===== config.mk =====
export PLATFORM = sky130hd
export DESIGN_NAME = key_scan_to_event_encoder
export DESIGN_NICKNAME = d
export VERILOG_FILES = /design/src/kste_pkg.sv /design/src/kste_key_shifter.sv /design/src/kste_step_divider.sv /design/src/key_scan_to_event_encoder.sv
export SDC_FILE = /design/constraint.sdc
export NUM_CORES = 1
export LEC_CHECK = 0
export BUFFER_PORTS_ARGS = -buffer_cell sky130_fd_sc_hd__buf_2
export CAP_MARGIN = 5
export CORE_MARGIN = 5
export CORE_UTILIZATION = 46
export CTS_BUF_LIST = sky130_fd_sc_hd__clkbuf_2
export DETAILED_ROUTE_END_ITERATION = 8
export SLEW_MARGIN = 5
export SYNTH_ARGS = -nofsm -noshare
export SYNTH_HDL_FRONTEND = slang
export SYNTH_SLANG_ARGS = --single-unit

===== constraint.sdc =====
create_clock -name clk -period 12.1 [get_ports clk]
set_input_delay 0 -clock clk [delete_from_list [all_inputs] [get_ports clk]]
set_output_delay 0 -clock clk [all_outputs]
set_load 0.1 [all_outputs]

===== src/kste_pkg.sv =====
// ----------------------------------------------------------------------------
// kste_pkg: shared types and constants for the key scan event encoder
// Field widths, transaction codes, FSM states and the key code table.
// ----------------------------------------------------------------------------
package kste_pkg;

  localparam int SCAN_W    = 53;  // scan bitmap width
  localparam int ROM_ROWS  = 53;  // rows in the key code table
  localparam int ROW_W     = 6;   // table row index width
  localparam int POWER_BIT = 7;
  localparam int LAYER0_KEY = 14;
  localparam int LAYER1_KEY = 15;
  localparam int ARROW_W   = 4;   // arrow keys are bits 0..3
  localparam int CODE_W    = 10;
  localparam int VAL_W     = 5;
  localparam int TYPE_W    = 2;
  localparam int SPEED_W   = 4;
  localparam int MS_W      = 16;
  localparam int PROD_W    = SPEED_W + MS_W;  // speed delta times hold time
  localparam int IN_DATA_W  = 56;
  localparam int OUT_DATA_W = 16;
  localparam int CFG_ADDR_W = 2;
  localparam logic [MS_W-1:0] MS_SAT = '1;

  typedef enum logic [1:0] {
    KIND_SCAN = 2'd0,
    KIND_TICK = 2'd1,
    KIND_POLL = 2'd2
  } kind_t;

  typedef enum logic [TYPE_W-1:0] {
    EV_KEY  = 2'd0,
    EV_REL  = 2'd1,
    EV_SYNC = 2'd2
  } ev_type_t;

  typedef enum logic [CFG_ADDR_W-1:0] {
    REG_HOLDOFF   = 2'd0,
    REG_RAMP      = 2'd1,
    REG_MIN_SPEED = 2'd2,
    REG_MAX_SPEED = 2'd3
  } cfg_reg_t;

  typedef enum logic [2:0] {
    ST_IDLE,
    ST_KEYS,
    ST_DIV,
    ST_ARROWS,
    ST_SYNC
  } state_t;

  localparam logic [CODE_W-1:0] AXIS_X = 10'd0;
  localparam logic [CODE_W-1:0] AXIS_Y = 10'd1;

  // current bit position of the key shifter
  typedef struct packed {
    logic              hit;     // changed, mapped, not the power key
    logic              value;   // 1 press, 0 release
    logic [CODE_W-1:0] code;
    logic              at_end;  // last bit position of the sweep
  } key_slot_t;

  function automatic logic [CODE_W-1:0] key_code(input logic [ROW_W-1:0] row,
                                                 input logic layer);
    logic [CODE_W-1:0] c;
    case (row)
      6'd0:  c = 10'd105;
      6'd1:  c = 10'd103;
      6'd2:  c = 10'd108;
      6'd3:  c = 10'd106;
      6'd4:  c = 10'd272;
      6'd5:  c = 10'd273;
      6'd12: c = 10'd42;
      6'd13: c = 10'd58;
      6'd16: c = 10'd15;
      6'd17: c = layer ? 10'd1  : 10'd14;
      6'd18: c = layer ? 10'd59 : 10'd30;
      6'd19: c = layer ? 10'd60 : 10'd48;
      6'd20: c = layer ? 10'd61 : 10'd46;
      6'd21: c = layer ? 10'd62 : 10'd32;
      6'd22: c = layer ? 10'd63 : 10'd18;
      6'd23: c = layer ? 10'd64 : 10'd33;
      6'd24: c = layer ? 10'd65 : 10'd34;
      6'd25: c = layer ? 10'd66 : 10'd35;
      6'd26: c = layer ? 10'd67 : 10'd23;
      6'd27: c = layer ? 10'd68 : 10'd36;
      6'd28: c = layer ? 10'd87 : 10'd37;
      6'd29: c = layer ? 10'd88 : 10'd38;
      6'd30: c = layer ? 10'd8  : 10'd50;
      6'd31: c = layer ? 10'd9  : 10'd49;
      6'd32: c = layer ? 10'd10 : 10'd24;
      6'd33: c = layer ? 10'd26 : 10'd25;
      6'd34: c = layer ? 10'd27 : 10'd16;
      6'd36: c = layer ? 10'd5  : 10'd19;
      6'd37: c = layer ? 10'd6  : 10'd31;
      6'd38: c = layer ? 10'd7  : 10'd20;
      6'd39: c = layer ? 10'd55 : 10'd22;
      6'd40: c = layer ? 10'd98 : 10'd47;
      6'd42: c = layer ? 10'd2  : 10'd17;
      6'd43: c = layer ? 10'd3  : 10'd45;
      6'd44: c = layer ? 10'd4  : 10'd21;
      6'd45: c = layer ? 10'd78 : 10'd44;
      6'd46: c = layer ? 10'd12 : 10'd57;
      6'd48: c = layer ? 10'd11 : 10'd53;
      6'd49: c = layer ? 10'd39 : 10'd52;
      6'd50: c = 10'd29;
      6'd51: c = 10'd56;
      6'd52: c = layer ? 10'd13 : 10'd28;
      default: c = '0;  // unmapped keys
    endcase
    return c;
  endfunction

endpackage


===== src/kste_key_shifter.sv =====
// ----------------------------------------------------------------------------
// kste_key_shifter: bit-serial sweep over the changed-key bitmap
// Shifts the changed mask and new scan one bit per advance, looks up the code.
// ----------------------------------------------------------------------------
module kste_key_shifter
  import kste_pkg::*;
#(
  parameter int SCAN_LEN = 53
) (
  input  logic              clk,
  input  logic              rst_n,
  input  logic              load,
  input  logic [SCAN_W-1:0] keys_in,
  input  logic [SCAN_W-1:0] vals_in,
  input  logic              advance,
  input  logic              layer,
  output key_slot_t         slot
);

  localparam int IDX_W = $clog2(SCAN_LEN);

  logic [SCAN_LEN-1:0] keys_r, keys_nxt;
  logic [SCAN_LEN-1:0] vals_r, vals_nxt;
  logic [IDX_W-1:0]    idx_r, idx_nxt;
  logic [CODE_W-1:0]   code;

  always_comb begin
    keys_nxt = keys_r;
    vals_nxt = vals_r;
    idx_nxt  = idx_r;
    if (load) begin
      keys_nxt = keys_in[SCAN_LEN-1:0];
      vals_nxt = vals_in[SCAN_LEN-1:0];
      idx_nxt  = '0;
    end else if (advance) begin
      keys_nxt = {1'b0, keys_r[SCAN_LEN-1:1]};
      vals_nxt = {1'b0, vals_r[SCAN_LEN-1:1]};
      idx_nxt  = idx_r + 1'b1;
    end
  end

  always_ff @(posedge clk) begin
    keys_r <= keys_nxt;
    vals_r <= vals_nxt;
    if (!rst_n) begin
      idx_r <= '0;
    end else begin
      idx_r <= idx_nxt;
    end
  end

  assign code = key_code(ROW_W'(idx_r), layer);

  // power key never reported; zero code means unmapped
  assign slot.hit    = keys_r[0] && (idx_r != IDX_W'(POWER_BIT)) && (code != '0);
  assign slot.value  = vals_r[0];
  assign slot.code   = code;
  assign slot.at_end = (idx_r == IDX_W'(SCAN_LEN - 1));

endmodule


===== src/kste_step_divider.sv =====
// ----------------------------------------------------------------------------
// kste_step_divider: restoring divider, one quotient bit per cycle
// Divides speed delta times hold time by the ramp length.
// ----------------------------------------------------------------------------
module kste_step_divider
  import kste_pkg::*;
(
  input  logic              clk,
  input  logic              rst_n,
  input  logic              start,
  input  logic [PROD_W-1:0] dividend,
  input  logic [MS_W-1:0]   divisor,
  output logic              done,
  output logic [PROD_W-1:0] quotient
);

  localparam int CNT_W = $clog2(PROD_W + 1);

  logic [PROD_W-1:0] dvd_r, dvd_nxt;
  logic [MS_W-1:0]   rem_r, rem_nxt;
  logic [CNT_W-1:0]  cnt_r, cnt_nxt;
  logic              done_r, done_nxt;
  logic [MS_W:0]     trial;
  logic              ge;

  assign trial = {rem_r, dvd_r[PROD_W-1]};
  assign ge    = trial >= {1'b0, divisor};

  always_comb begin
    dvd_nxt  = dvd_r;
    rem_nxt  = rem_r;
    cnt_nxt  = cnt_r;
    done_nxt = 1'b0;
    if (start) begin
      dvd_nxt = dividend;
      rem_nxt = '0;
      cnt_nxt = CNT_W'(PROD_W);
    end else if (cnt_r != '0) begin
      rem_nxt  = ge ? MS_W'(trial - {1'b0, divisor}) : trial[MS_W-1:0];
      dvd_nxt  = {dvd_r[PROD_W-2:0], ge};
      cnt_nxt  = cnt_r - 1'b1;
      done_nxt = (cnt_r == CNT_W'(1));
    end
  end

  always_ff @(posedge clk) begin
    dvd_r <= dvd_nxt;
    rem_r <= rem_nxt;
    if (!rst_n) begin
      cnt_r  <= '0;
      done_r <= 1'b0;
    end else begin
      cnt_r  <= cnt_nxt;
      done_r <= done_nxt;
    end
  end

  assign done     = done_r;
  assign quotient = dvd_r;

endmodule


===== src/key_scan_to_event_encoder.sv =====
// ----------------------------------------------------------------------------
// key_scan_to_event_encoder: key scan bitmap to input event stream
// Key press/release events with layers, pointer mode and sync reports.
// ----------------------------------------------------------------------------
// Usage:
//   in_*  : one transaction per scan bitmap (tuser kind 0), millisecond tick
//           (kind 1) or pointer poll (kind 2); tdata carries the bitmap.
//   out_* : one transaction per event; tuser is the event type, tlast marks
//           the closing sync event of a run.
//   cfg_* : register writes, only while the block is idle.
// Sequencing:
//   A tick, reserved kind, unchanged scan or poll that emits nothing leaves the block idle.
//   A changed scan: accept, a sweep over each key position (KEY_COUNT,
//   capped at the 53 table rows), then a sync step if any key event was sent.
//   A poll: accept, the four arrow positions and sync; a ramping speed first
//   runs the bit-serial step divider.
//   in_tready is high only while idle; an output register holds one event,
//   so a stalled receiver stalls the sweep without losing anything.
// Reset: no events pending, pointer mode off, layer 0, toggle timer saturated,
//   registers at their defaults.
// ----------------------------------------------------------------------------
module key_scan_to_event_encoder
  import kste_pkg::*;
#(
  parameter int KEY_COUNT   = 53,
  parameter int LAYER_COUNT = 2
) (
  input  logic                  clk,
  input  logic                  rst_n,
  input  logic                  in_tvalid,
  output logic                  in_tready,
  input  logic [IN_DATA_W-1:0]  in_tdata,   // [52:0] scan_bits, [55:53] zero
  input  logic [1:0]            in_tuser,   // [1:0] kind
  output logic                  out_tvalid,
  input  logic                  out_tready,
  output logic [OUT_DATA_W-1:0] out_tdata,  // [9:0] event_code, [14:10] event_value
  output logic [TYPE_W-1:0]     out_tuser,  // [1:0] event_type
  output logic                  out_tlast,
  input  logic                  cfg_we,
  input  logic [CFG_ADDR_W-1:0] cfg_addr,
  input  logic [MS_W-1:0]       cfg_wdata
);

  localparam int SCAN_LEN = (KEY_COUNT < ROM_ROWS) ? KEY_COUNT : ROM_ROWS;

  // configuration
  logic [MS_W-1:0]    holdoff_r, ramp_r;
  logic [SPEED_W-1:0] min_speed_r, max_speed_r;

  // block state
  state_t             state_r, state_nxt;
  logic [SCAN_W-1:0]  previous_scan_r, previous_scan_nxt;
  logic               pointer_mode_r, pointer_mode_nxt;
  logic               layer_r, layer_nxt;
  logic               pointer_active_r, pointer_active_nxt;
  logic [MS_W-1:0]    since_toggle_r, since_toggle_nxt;
  logic [MS_W-1:0]    held_r, held_nxt;
  logic               any_r, any_nxt;
  logic [ARROW_W-1:0] arw_r, arw_nxt;
  logic [1:0]         arw_idx_r, arw_idx_nxt;
  logic [SPEED_W-1:0] step_r, step_nxt;
  logic               neg_r, neg_nxt;

  // output register
  logic               out_valid_r;
  ev_type_t           out_type_r;
  logic [CODE_W-1:0]  out_code_r;
  logic [VAL_W-1:0]   out_value_r;
  logic               out_last_r;

  // accept decode
  logic               in_accept;
  kind_t              kind;
  logic [SCAN_W-1:0]  scan, changed, keys_load;
  logic               toggle, mode_new, arrows_held;
  logic               scan_go, poll_go, direct;
  logic [MS_W-1:0]    h_eff;
  logic [SPEED_W-1:0] mag;
  logic               neg;
  logic [PROD_W-1:0]  prod;

  // engine
  key_slot_t          slot;
  logic               div_done;
  logic [PROD_W-1:0]  quotient;
  logic               slot_free, emit, key_adv, arw_adv;
  ev_type_t           emit_type;
  logic [CODE_W-1:0]  emit_code;
  logic [VAL_W-1:0]   emit_value;
  logic               emit_last;
  logic [VAL_W-1:0]   pos_step, neg_step;

  assign in_tready = (state_r == ST_IDLE);
  assign in_accept = in_tvalid && in_tready;
  assign kind      = kind_t'(in_tuser);
  assign scan      = in_tdata[SCAN_W-1:0];
  assign changed   = previous_scan_r ^ scan;

  assign toggle = changed[POWER_BIT] && scan[POWER_BIT] &&
                  ((since_toggle_r == MS_SAT) || (since_toggle_r > holdoff_r));
  assign mode_new  = pointer_mode_r ^ toggle;
  assign keys_load = mode_new ? {changed[SCAN_W-1:ARROW_W], {ARROW_W{1'b0}}} : changed;
  assign arrows_held = (previous_scan_r[ARROW_W-1:0] != '0);

  assign scan_go = in_accept && (kind == KIND_SCAN) && (changed != '0);
  assign poll_go = in_accept && (kind == KIND_POLL) && pointer_mode_r && arrows_held;

  // step = min + (max - min) * held / ramp, truncated toward zero
  assign h_eff  = pointer_active_r ? held_r : '0;
  assign direct = (ramp_r == '0) || (h_eff >= ramp_r);
  assign neg    = max_speed_r < min_speed_r;
  assign mag    = neg ? (min_speed_r - max_speed_r) : (max_speed_r - min_speed_r);
  assign prod   = PROD_W'(mag) * PROD_W'(h_eff);

  kste_key_shifter #(
    .SCAN_LEN (SCAN_LEN)
  ) u_shifter (
    .clk     (clk),
    .rst_n   (rst_n),
    .load    (scan_go),
    .keys_in (keys_load),
    .vals_in (scan),
    .advance (key_adv),
    .layer   (layer_r),
    .slot    (slot)
  );

  kste_step_divider u_divider (
    .clk      (clk),
    .rst_n    (rst_n),
    .start    (poll_go && !direct),
    .dividend (prod),
    .divisor  (ramp_r),
    .done     (div_done),
    .quotient (quotient)
  );

  assign slot_free = !out_valid_r || out_tready;
  assign pos_step  = {1'b0, step_r};
  assign neg_step  = VAL_W'(-pos_step);

  // engine outputs
  always_comb begin
    emit       = 1'b0;
    key_adv    = 1'b0;
    arw_adv    = 1'b0;
    emit_type  = EV_SYNC;
    emit_code  = '0;
    emit_value = '0;
    emit_last  = 1'b0;
    case (state_r)
      ST_KEYS: begin
        key_adv    = !slot.hit || slot_free;
        emit       = slot.hit && slot_free;
        emit_type  = EV_KEY;
        emit_code  = slot.code;
        emit_value = VAL_W'(slot.value);
      end
      ST_ARROWS: begin
        arw_adv    = !arw_r[0] || slot_free;
        emit       = arw_r[0] && slot_free;
        emit_type  = EV_REL;
        // left -X, up -Y, down +Y, right +X
        emit_code  = (arw_idx_r == 2'd1 || arw_idx_r == 2'd2) ? AXIS_Y : AXIS_X;
        emit_value = (arw_idx_r == 2'd0 || arw_idx_r == 2'd1) ? neg_step : pos_step;
      end
      ST_SYNC: begin
        emit      = slot_free;
        emit_last = 1'b1;
      end
      default: begin
      end
    endcase
  end

  // next state
  always_comb begin
    state_nxt = state_r;
    case (state_r)
      ST_IDLE: begin
        if (scan_go) begin
          state_nxt = ST_KEYS;
        end else if (poll_go) begin
          state_nxt = direct ? ST_ARROWS : ST_DIV;
        end
      end
      ST_KEYS: begin
        if (key_adv && slot.at_end) begin
          state_nxt = (any_r || emit) ? ST_SYNC : ST_IDLE;
        end
      end
      ST_DIV: begin
        if (div_done) begin
          state_nxt = ST_ARROWS;
        end
      end
      ST_ARROWS: begin
        if (arw_adv && arw_idx_r == 2'd3) begin
          state_nxt = ST_SYNC;
        end
      end
      ST_SYNC: begin
        if (slot_free) begin
          state_nxt = ST_IDLE;
        end
      end
      default: state_nxt = ST_IDLE;
    endcase
  end

  // block state updates
  always_comb begin
    previous_scan_nxt  = previous_scan_r;
    pointer_mode_nxt   = pointer_mode_r;
    layer_nxt          = layer_r;
    pointer_active_nxt = pointer_active_r;
    since_toggle_nxt   = since_toggle_r;
    held_nxt           = held_r;
    any_nxt            = any_r;
    arw_nxt            = arw_r;
    arw_idx_nxt        = arw_idx_r;
    step_nxt           = step_r;
    neg_nxt            = neg_r;

    if (in_accept) begin
      case (kind)
        KIND_SCAN: begin
          if (changed != '0) begin
            pointer_mode_nxt = mode_new;
            if (toggle) begin
              pointer_active_nxt = 1'b0;
              since_toggle_nxt   = '0;
            end
            if (scan[LAYER0_KEY]) begin
              layer_nxt = 1'b0;
            end else if (scan[LAYER1_KEY] && (LAYER_COUNT > 1)) begin
              layer_nxt = 1'b1;
            end
            // arrows all released in pointer mode
            if (mode_new && (changed[ARROW_W-1:0] != '0) && (scan[ARROW_W-1:0] == '0)) begin
              pointer_active_nxt = 1'b0;
            end
            previous_scan_nxt = scan;
            any_nxt           = 1'b0;
          end
        end
        KIND_TICK: begin
          if (since_toggle_r != MS_SAT) begin
            since_toggle_nxt = since_toggle_r + 1'b1;
          end
          if (pointer_active_r && held_r != MS_SAT) begin
            held_nxt = held_r + 1'b1;
          end
        end
        KIND_POLL: begin
          if (pointer_mode_r) begin
            if (!arrows_held) begin
              pointer_active_nxt = 1'b0;
            end else begin
              pointer_active_nxt = 1'b1;
              held_nxt    = h_eff;
              arw_nxt     = previous_scan_r[ARROW_W-1:0];
              arw_idx_nxt = '0;
              step_nxt    = max_speed_r;
              neg_nxt     = neg;
            end
          end
        end
        default: begin
        end
      endcase
    end

    if (state_r == ST_KEYS && emit) begin
      any_nxt = 1'b1;
    end
    if (div_done) begin
      step_nxt = neg_r ? (min_speed_r - quotient[SPEED_W-1:0])
                       : (min_speed_r + quotient[SPEED_W-1:0]);
    end
    if (arw_adv) begin
      arw_nxt     = {1'b0, arw_r[ARROW_W-1:1]};
      arw_idx_nxt = arw_idx_r + 1'b1;
    end
  end

  always_ff @(posedge clk) begin
    arw_r  <= arw_nxt;
    step_r <= step_nxt;
    neg_r  <= neg_nxt;
    if (emit) begin
      out_type_r  <= emit_type;
      out_code_r  <= emit_code;
      out_value_r <= emit_value;
      out_last_r  <= emit_last;
    end
    if (!rst_n) begin
      state_r          <= ST_IDLE;
      previous_scan_r  <= '0;
      pointer_mode_r   <= 1'b0;
      layer_r          <= 1'b0;
      pointer_active_r <= 1'b0;
      since_toggle_r   <= MS_SAT;
      held_r           <= '0;
      any_r            <= 1'b0;
      arw_idx_r        <= '0;
      out_valid_r      <= 1'b0;
      holdoff_r        <= 16'd300;
      ramp_r           <= 16'd600;
      min_speed_r      <= 4'd1;
      max_speed_r      <= 4'd4;
    end else begin
      state_r          <= state_nxt;
      previous_scan_r  <= previous_scan_nxt;
      pointer_mode_r   <= pointer_mode_nxt;
      layer_r          <= layer_nxt;
      pointer_active_r <= pointer_active_nxt;
      since_toggle_r   <= since_toggle_nxt;
      held_r           <= held_nxt;
      any_r            <= any_nxt;
      arw_idx_r        <= arw_idx_nxt;
      out_valid_r      <= emit || (out_valid_r && !out_tready);
      if (cfg_we) begin
        case (cfg_reg_t'(cfg_addr))
          REG_HOLDOFF:   holdoff_r   <= cfg_wdata;
          REG_RAMP:      ramp_r      <= cfg_wdata;
          REG_MIN_SPEED: min_speed_r <= cfg_wdata[SPEED_W-1:0];
          REG_MAX_SPEED: max_speed_r <= cfg_wdata[SPEED_W-1:0];
          default: begin
          end
        endcase
      end
    end
  end

  assign out_tvalid = out_valid_r;
  assign out_tdata  = {1'b0, out_value_r, out_code_r};
  assign out_tuser  = out_type_r;
  assign out_tlast  = out_last_r;

  a_last_is_sync: assert property (@(posedge clk) disable iff (!rst_n)
    out_tvalid && out_tlast |-> out_tuser == EV_SYNC)
    else $error("closing event is not a sync report");

  a_active_needs_mode: assert property (@(posedge clk) disable iff (!rst_n)
    pointer_active_r |-> pointer_mode_r)
    else $error("pointer active outside pointer mode");

  a_toggle_clears_timer: assert property (@(posedge clk) disable iff (!rst_n)
    $changed(pointer_mode_r) |-> since_toggle_r == '0)
    else $error("mode toggle without timer restart");

  a_div_only_in_div: assert property (@(posedge clk) disable iff (!rst_n)
    div_done |-> state_r == ST_DIV)
    else $error("divider finished outside the divide state");

endmodule


-- Yosys cells after proc, flatten, opt, wreduce, memory -nomap -nowiden
Cells that the tools add are included.
- logic and storage cells: 298
- output and inout bits: 21
- input port bits: 81
- register bits: 316
- bitwise logic cells: 4
- magnitude comparators: 4
- $add $sub $neg: 11
- mux-type cells: 98
- reductions and logical operators: 80
- multipliers: 1
- equality and inequality tests: 70
- operators by type and width (operator ; count):
    10-bit case mux with 42 select lines ; 1
    53-bit 2-to-1 mux ; 4
    16-bit 2-to-1 mux ; 8
    6-bit == test, second input constant ; 18
    6-bit by 5-bit == test with 1-bit output, second input constant ; 16
    5-bit 2-to-1 mux ; 13
    16-bit case mux with 2 select lines ; 2
    7-bit 2-to-1 mux ; 9
    53-bit nonzero test ; 1
    53-bit bitwise XOR ; 1
    6-bit 2-to-1 mux ; 8
    4-bit 2-to-1 mux ; 11
    20-bit 2-to-1 mux ; 2
    3-bit 2-to-1 mux ; 12
    2-bit nonzero test ; 17
    16-bit by 1-bit adder with 16-bit output, second input constant ; 2
    16-bit != test, second input constant ; 2
    1-bit logical AND ; 20
    4-bit by 16-bit multiplier with 20-bit output ; 1
    10-bit case mux with 2 select lines ; 1
    5-bit AND reduction ; 4
    17-bit by 16-bit >= comparator with 1-bit output ; 1
    16-bit == test, second input constant ; 1
    16-bit >= comparator ; 1
    48 further kinds ; 112

-- Longest topological paths before layout
- word-level depth: 10
- mapped depth: 26
- gate-level depth less buffers: 25

-- Hierarchy
From an unflattened synthesis, not the netlist that was laid out.
- cells, all modules: 2005
- area total of the unflattened synthesis: 19301.0 sq um
- modules (own cells, without submodules) (module ; seq. area each (sq um) ; area each (sq um) ; cells an instance ; instances):
    key_scan_to_event_encoder ; 3503.4 ; 10448.8 ; 1245 ; 1
    kste_key_shifter ; 3303.2 ; 6089.6 ; 479 ; 1
    kste_step_divider ; 1041.0 ; 2762.6 ; 281 ; 1

-- Worst setup path after synthesis
Ideal clock, no wire load.
- kind: reg-to-reg
- start: reg min_speed_r[1]
- end: reg u_divider.dvd_r[18], in the netlist u_divider.quotient[18], data pin
- cell stages (with the launch flop): 24
- buffers on the path: 1
- period minus slack after synthesis: 6.051 ns
- arrival: 5.784 ns
- data required time: 11.833 ns
- setup slack: 6.049 ns
- library setup time: 0.267 ns
- cell sequence: dfxtp_1 -> inv_1 -> fa_1 -> a21o_1 -> a21oi_2 -> a21oi_1 -> a221o_1 -> a21oi_1 -> xor2_1 -> clkbuf_1 -> nor2_1 -> fa_1 -> inv_1 -> fa_1 -> inv_1 -> ha_1 -> o21a_1 -> o31a_1 -> o31a_1 -> o41ai_1 -> o311ai_0 -> a31oi_1 -> xor2_1 -> o21ai_0
- longest elaborated chain between the ends: 4
- elaborated cells on any way between the ends: 6
- those cells by class: add/sub: 2; mul: 1; order compare: 1; mux: 2
- RTL lines (element ; RTL line ; text):
    start: declaration ; key_scan_to_event_encoder.sv:48 ; logic [SPEED_W-1:0] min_speed_r, max_speed_r;
    start signal: assignment ; key_scan_to_event_encoder.sv:327 ; REG_MIN_SPEED: min_speed_r <= cfg_wdata[SPEED_W-1:0];
    4-bit < comparator ; key_scan_to_event_encoder.sv:111 ; assign neg = max_speed_r < min_speed_r;
    named net neg ; key_scan_to_event_encoder.sv:79 ; logic neg;
    4-bit 2-to-1 mux ; key_scan_to_event_encoder.sv:112 ; assign mag = neg ? (min_speed_r - max_speed_r) : (max_speed_r - min_speed_r);
    4-bit by 16-bit multiplier with 20-bit output ; key_scan_to_event_encoder.sv:113 ; assign prod = PROD_W'(mag) * PROD_W'(h_eff);
    20-bit 2-to-1 mux ; kste_step_divider.sv:34 ; if (start) begin
    named net u_divider.dvd_nxt[18] ; kste_step_divider.sv:19 ; logic [PROD_W-1:0] dvd_r, dvd_nxt;
    end signal: assignment ; kste_step_divider.sv:47 ; dvd_r <= dvd_nxt;
    end: declaration ; kste_step_divider.sv:19 ;
The timed path passes the listed nets, and every way through them passes these cells.
A chain may end at the register's enable or synchronous reset.

-- Worst setup path after layout
Ends and elaborated chain as after synthesis.

==> metrics.md <==
| Metric | Value |
|---|---|
| Post-Syn Area | 18700 µm² |
| Startpoint types | flip-flop |
| Sw Pwr | 0.00126 W |
| P per Cell Area | 148 nW/µm² |
| Status | complete, no violations |
| R2r setup slk | 5.50 ns |
| Ys Warns | 0 |
| Fin. Hold Viols | 0 |
| Initial DRC count | 1225 |
| Final min period | 6.60 ns |
| Inserted Clock Buffers | 86 |
| Max VDD drop | 0.0961 mV |
| Share of power burned in the clock network | 23.7% |
| Grt ovf | 0 |
| Number of cell rows | 73 |
| Mean Syn Cell Area | 8.41 µm² |
| RSZ-0062 raised after global routing | false |
| Setup total negative slack | 0 ns |
| Max Clock Freq | 151 MHz |
| Post-CTS sizing | 0 |
| Min-delay worst type | input pin to flip-flop |
| Leakage | 9.73 nW |
| Critical Path AT | 7.32 ns |
| CP Max Fanout | 16 |
| I/O Buffers | 95 |
| Die height | 212 µm |
| Max-slew violations | 0 |
| Post-DR vias/cell | 5.42 |
| Sw frac | 37.7% |
| Seq/Total Area, Yosys | 41.7% |
| Clk_lat worst skew | 0.98 ns |
| Number of synthesized flops with an enable pin | 150 |
| Wire per inst | 16.5 µm |
| Fraction of power consumed by sequential logic | 43.9% |
| Async set-or-reset flop fraction in the synthesized netlist | 0% |
| Final Power | 0.00334 W |
| Total track usage | 22.5% |
| Synth Area in Adders | 9.85% |
| Most frequent cells in the layout | nand2_1, nor2_1, dlygate4sd3_1 |
| Clock Pin Slew Worst Setup and Hold Paths | 0.10 ns |
| Yosys top cell area share | 24.1% |
| Ratio of cells with drive above 1 in the final layout | 12.1% |
| Post-CTS Setup Repair Bufs | 0 |
| CORE AREA | 40000 µm² |
| Fin crit share | 54.6% |
| Slew @ Worst Pin | 1.21 ns |
| Worst rel slew slack | 19.0% |
| Nature of the critical path endpoint | flip-flop |
| DRC | 0 |
| Internal power | 0.00208 W |
| First-pass GRT wire length | 83.3 mm |
| Mapped Cells | 2221 |
| Yosys top cell by area | edfxtp_1 |
| CTS tree | done |
| Die area | 44800 µm² |
| Nets | 2745 |
| Simple-gate area share of the yosys netlist | 22.7% |
| Compound-Gate Fraction of Synth Area | 14.5% |
| Most common cell after layout, fill and taps aside | nand2_1 |
| Post-Synth XOR/XNOR Area | 4.36% |
| Ports | 102 |
| Total number of vias | 16999 |
| Top cells by area, synth | edfxtp_1, dfxtp_1, nand2_1, ha_1, nor2_1 |
| Comb power frac | 32.5% |
| Final setup fails | 0 |
| Yosys cell types | 87 |
| Pin count of the biggest net entering global routing | 102 |
| Final wirelength | 51.6 mm |
| Worst EP required | 12.81 ns |
| Die W | 212 µm |
| Post-route ant nets | 0 |
| CTS H-tree lvls | 3 |
| Number of synthesized register bits | 314 |
| Clk sinks | 314 |
| HPWL reported at the end of detailed placement | 33.5 mm |
| GPL Wtd Cong | 0.910 |
| DR pass1 iterations | 6 |
| Post-synthesis mux area share | 1.16% |
| Area grow syn2layout | 20.5% |
| Largest family of logic cells by synthesized area | simple AND/OR/NAND/NOR gates |
| Clock skew | 0.0735 ns |
| Max-cap violations | 0 |
| Critical path type | flip-flop to flip-flop |
| Top_reg_cell synth | dfxtp_1 |
| CTS root buffer | clkbuf_2 |
| Clk buf depth | 3 |
| Vias in the first global route | 16639 |
| Antenna violations before repair | 2 |
| Initial Util | 46.7% |
[path summary, 6_finish.rpt]
kind / startpoint / to / depth (start not counted)
min: in_tdata[44] / u_shifter.keys_r[44] / 5
max reg2reg: min_speed_r[1] / u_divider.quotient[18] / 23
min reg2reg: previous_scan_r[7] / previous_scan_r[7] / 2
max: min_speed_r[1] / u_divider.quotient[18] / 23
[power by group through the flow]
| stage | registers, W | clock network [W] | logic (W) |
|---|---|---|---|
| 3_5_place_dp | 0.00148 | 0 | 0.00101 |
| 2_1_floorplan | 0.00148 | 0 | 0.000756 |
| 6_report | 0.00146 | 0.000790 | 0.00108 |
| 5_1_grt | 0.00148 | 0.000872 | 0.00121 |
| 4_1_cts | 0.00146 | 0.000824 | 0.00108 |
| 3_3_place_gp | 0.00148 | 0 | 0.000991 |
[critical path, stage by stage, from the launching register on]
cell and delay (ns):
dfxtp_1 0.51, inv_1 0.14, fa_1 0.46, a21o_1 0.18, a21oi_2 0.36, a21oi_1 0.12
a221o_1 0.31, a21oi_1 0.18, xor2_1 0.20, buf_4 0.25, nor2_1 0.09, fa_1 0.55
inv_1 0.05, fa_1 0.53, inv_1 0.04, ha_1 0.33, nor2b_1 0.16, o31a_1 0.27
o31a_1 0.28, o41ai_1 0.60, o311ai_0 0.28, a31oi_1 0.25, xor2_1 0.15, o21ai_0 0.08
[through the flow]
| stage | instance area, µm² | setup WS, ns | cells | hold WS [ns] | utilization [%] |
|---|---|---|---|---|---|
| global route | 22500 | 5.14 | 3134 | 0.112 | 56.3 |
| CTS | 22500 | 5.58 | 3132 | 0.00430 | 56.3 |
| global placement | 19500 | 5.58 | 2750 | 0.262 | 48.7 |
| finish | 22500 | 5.50 | 3134 | 0.175 | 56.3 |
| floorplan | 18700 | 6.05 | 2223 | 0.125 | - |
| detailed placement | 19500 | 5.59 | 2750 | 0.265 | 48.7 |
[state kept, by name, indices dropped and copies added (netlist names), 2 cells and up]
| register | count |
|---|---|
| since_toggle_r | 16 |
| min_speed_r | 4 |
| arw_r | 4 |
| step_r | 4 |
| u_shifter.idx_r | 6 |
| holdoff_r | 16 |
| u_shifter.keys_r | 53 |
| u_shifter.vals_r | 53 |
| previous_scan_r | 53 |
| out_code_r | 8 |
| out_tuser | 2 |
| held_r | 16 |
| out_value_r | 5 |
| max_speed_r | 4 |
| ramp_r | 16 |
| state_r | 3 |
| u_divider.quotient | 20 |
| arw_idx_r | 2 |
| u_divider.cnt_r | 5 |
| u_divider.rem_r | 16 |
[per-layer routing]
metal  vias to the layer above  track usage (%)  wire length, µm
met5                         -                0                0
met4                         0             7.26             1160
met3                        90             4.02             2810
met2                       495             35.6            23700
met1                      8089             31.5            23900
li1                       8325                -                -
[cells by family after synthesis]
| kind of cell | after synthesis |
|---|---|
| compound gates | 438 |
| xor+xnor | 93 |
| fa+ha+maj | 128 |
| buf+inv | 260 |
| flops | 314 |
| mux | 21 |
| other cells | 1 |
| simple gates | 966 |
[layout make-up]
type	count	area (µm²)
clock buffer	137	686
tap	525	657
antenna	2	5.00
fill	3679	17500
sequential	314	7790
multi-input combinational	1649	9860
inverter	148	558
clock inverter	22	121
timing repair buffer	337	2850
[synthesized netlist by cell type (15+ instances only)]
library cell and number:
nand2_1 407, fa_1 32, nand2b_1 16, mux2i_1 16, nor4_1 22, edfxtp_1 150, nand4_1 24, o21ai_0 94
a31oi_1 27, ha_1 96, nor2b_1 15, xor2_1 70, xnor2_1 23, inv_1 146, nand3_1 44, a21oi_1 169
or2_2 24, a21o_1 19, dfxtp_1 164, nor3_1 43, nor2_1 305, clkbuf_1 68, buf_2 26
[what timing repair did]
action | 4_1_cts | 5_1_grt
hold buffers | 223 | 0
endpoints found under the setup margin | 0 | 0
endpoints found under the hold margin | 263 | 0
Note: power is estimated with default switching activity, not from simulation.
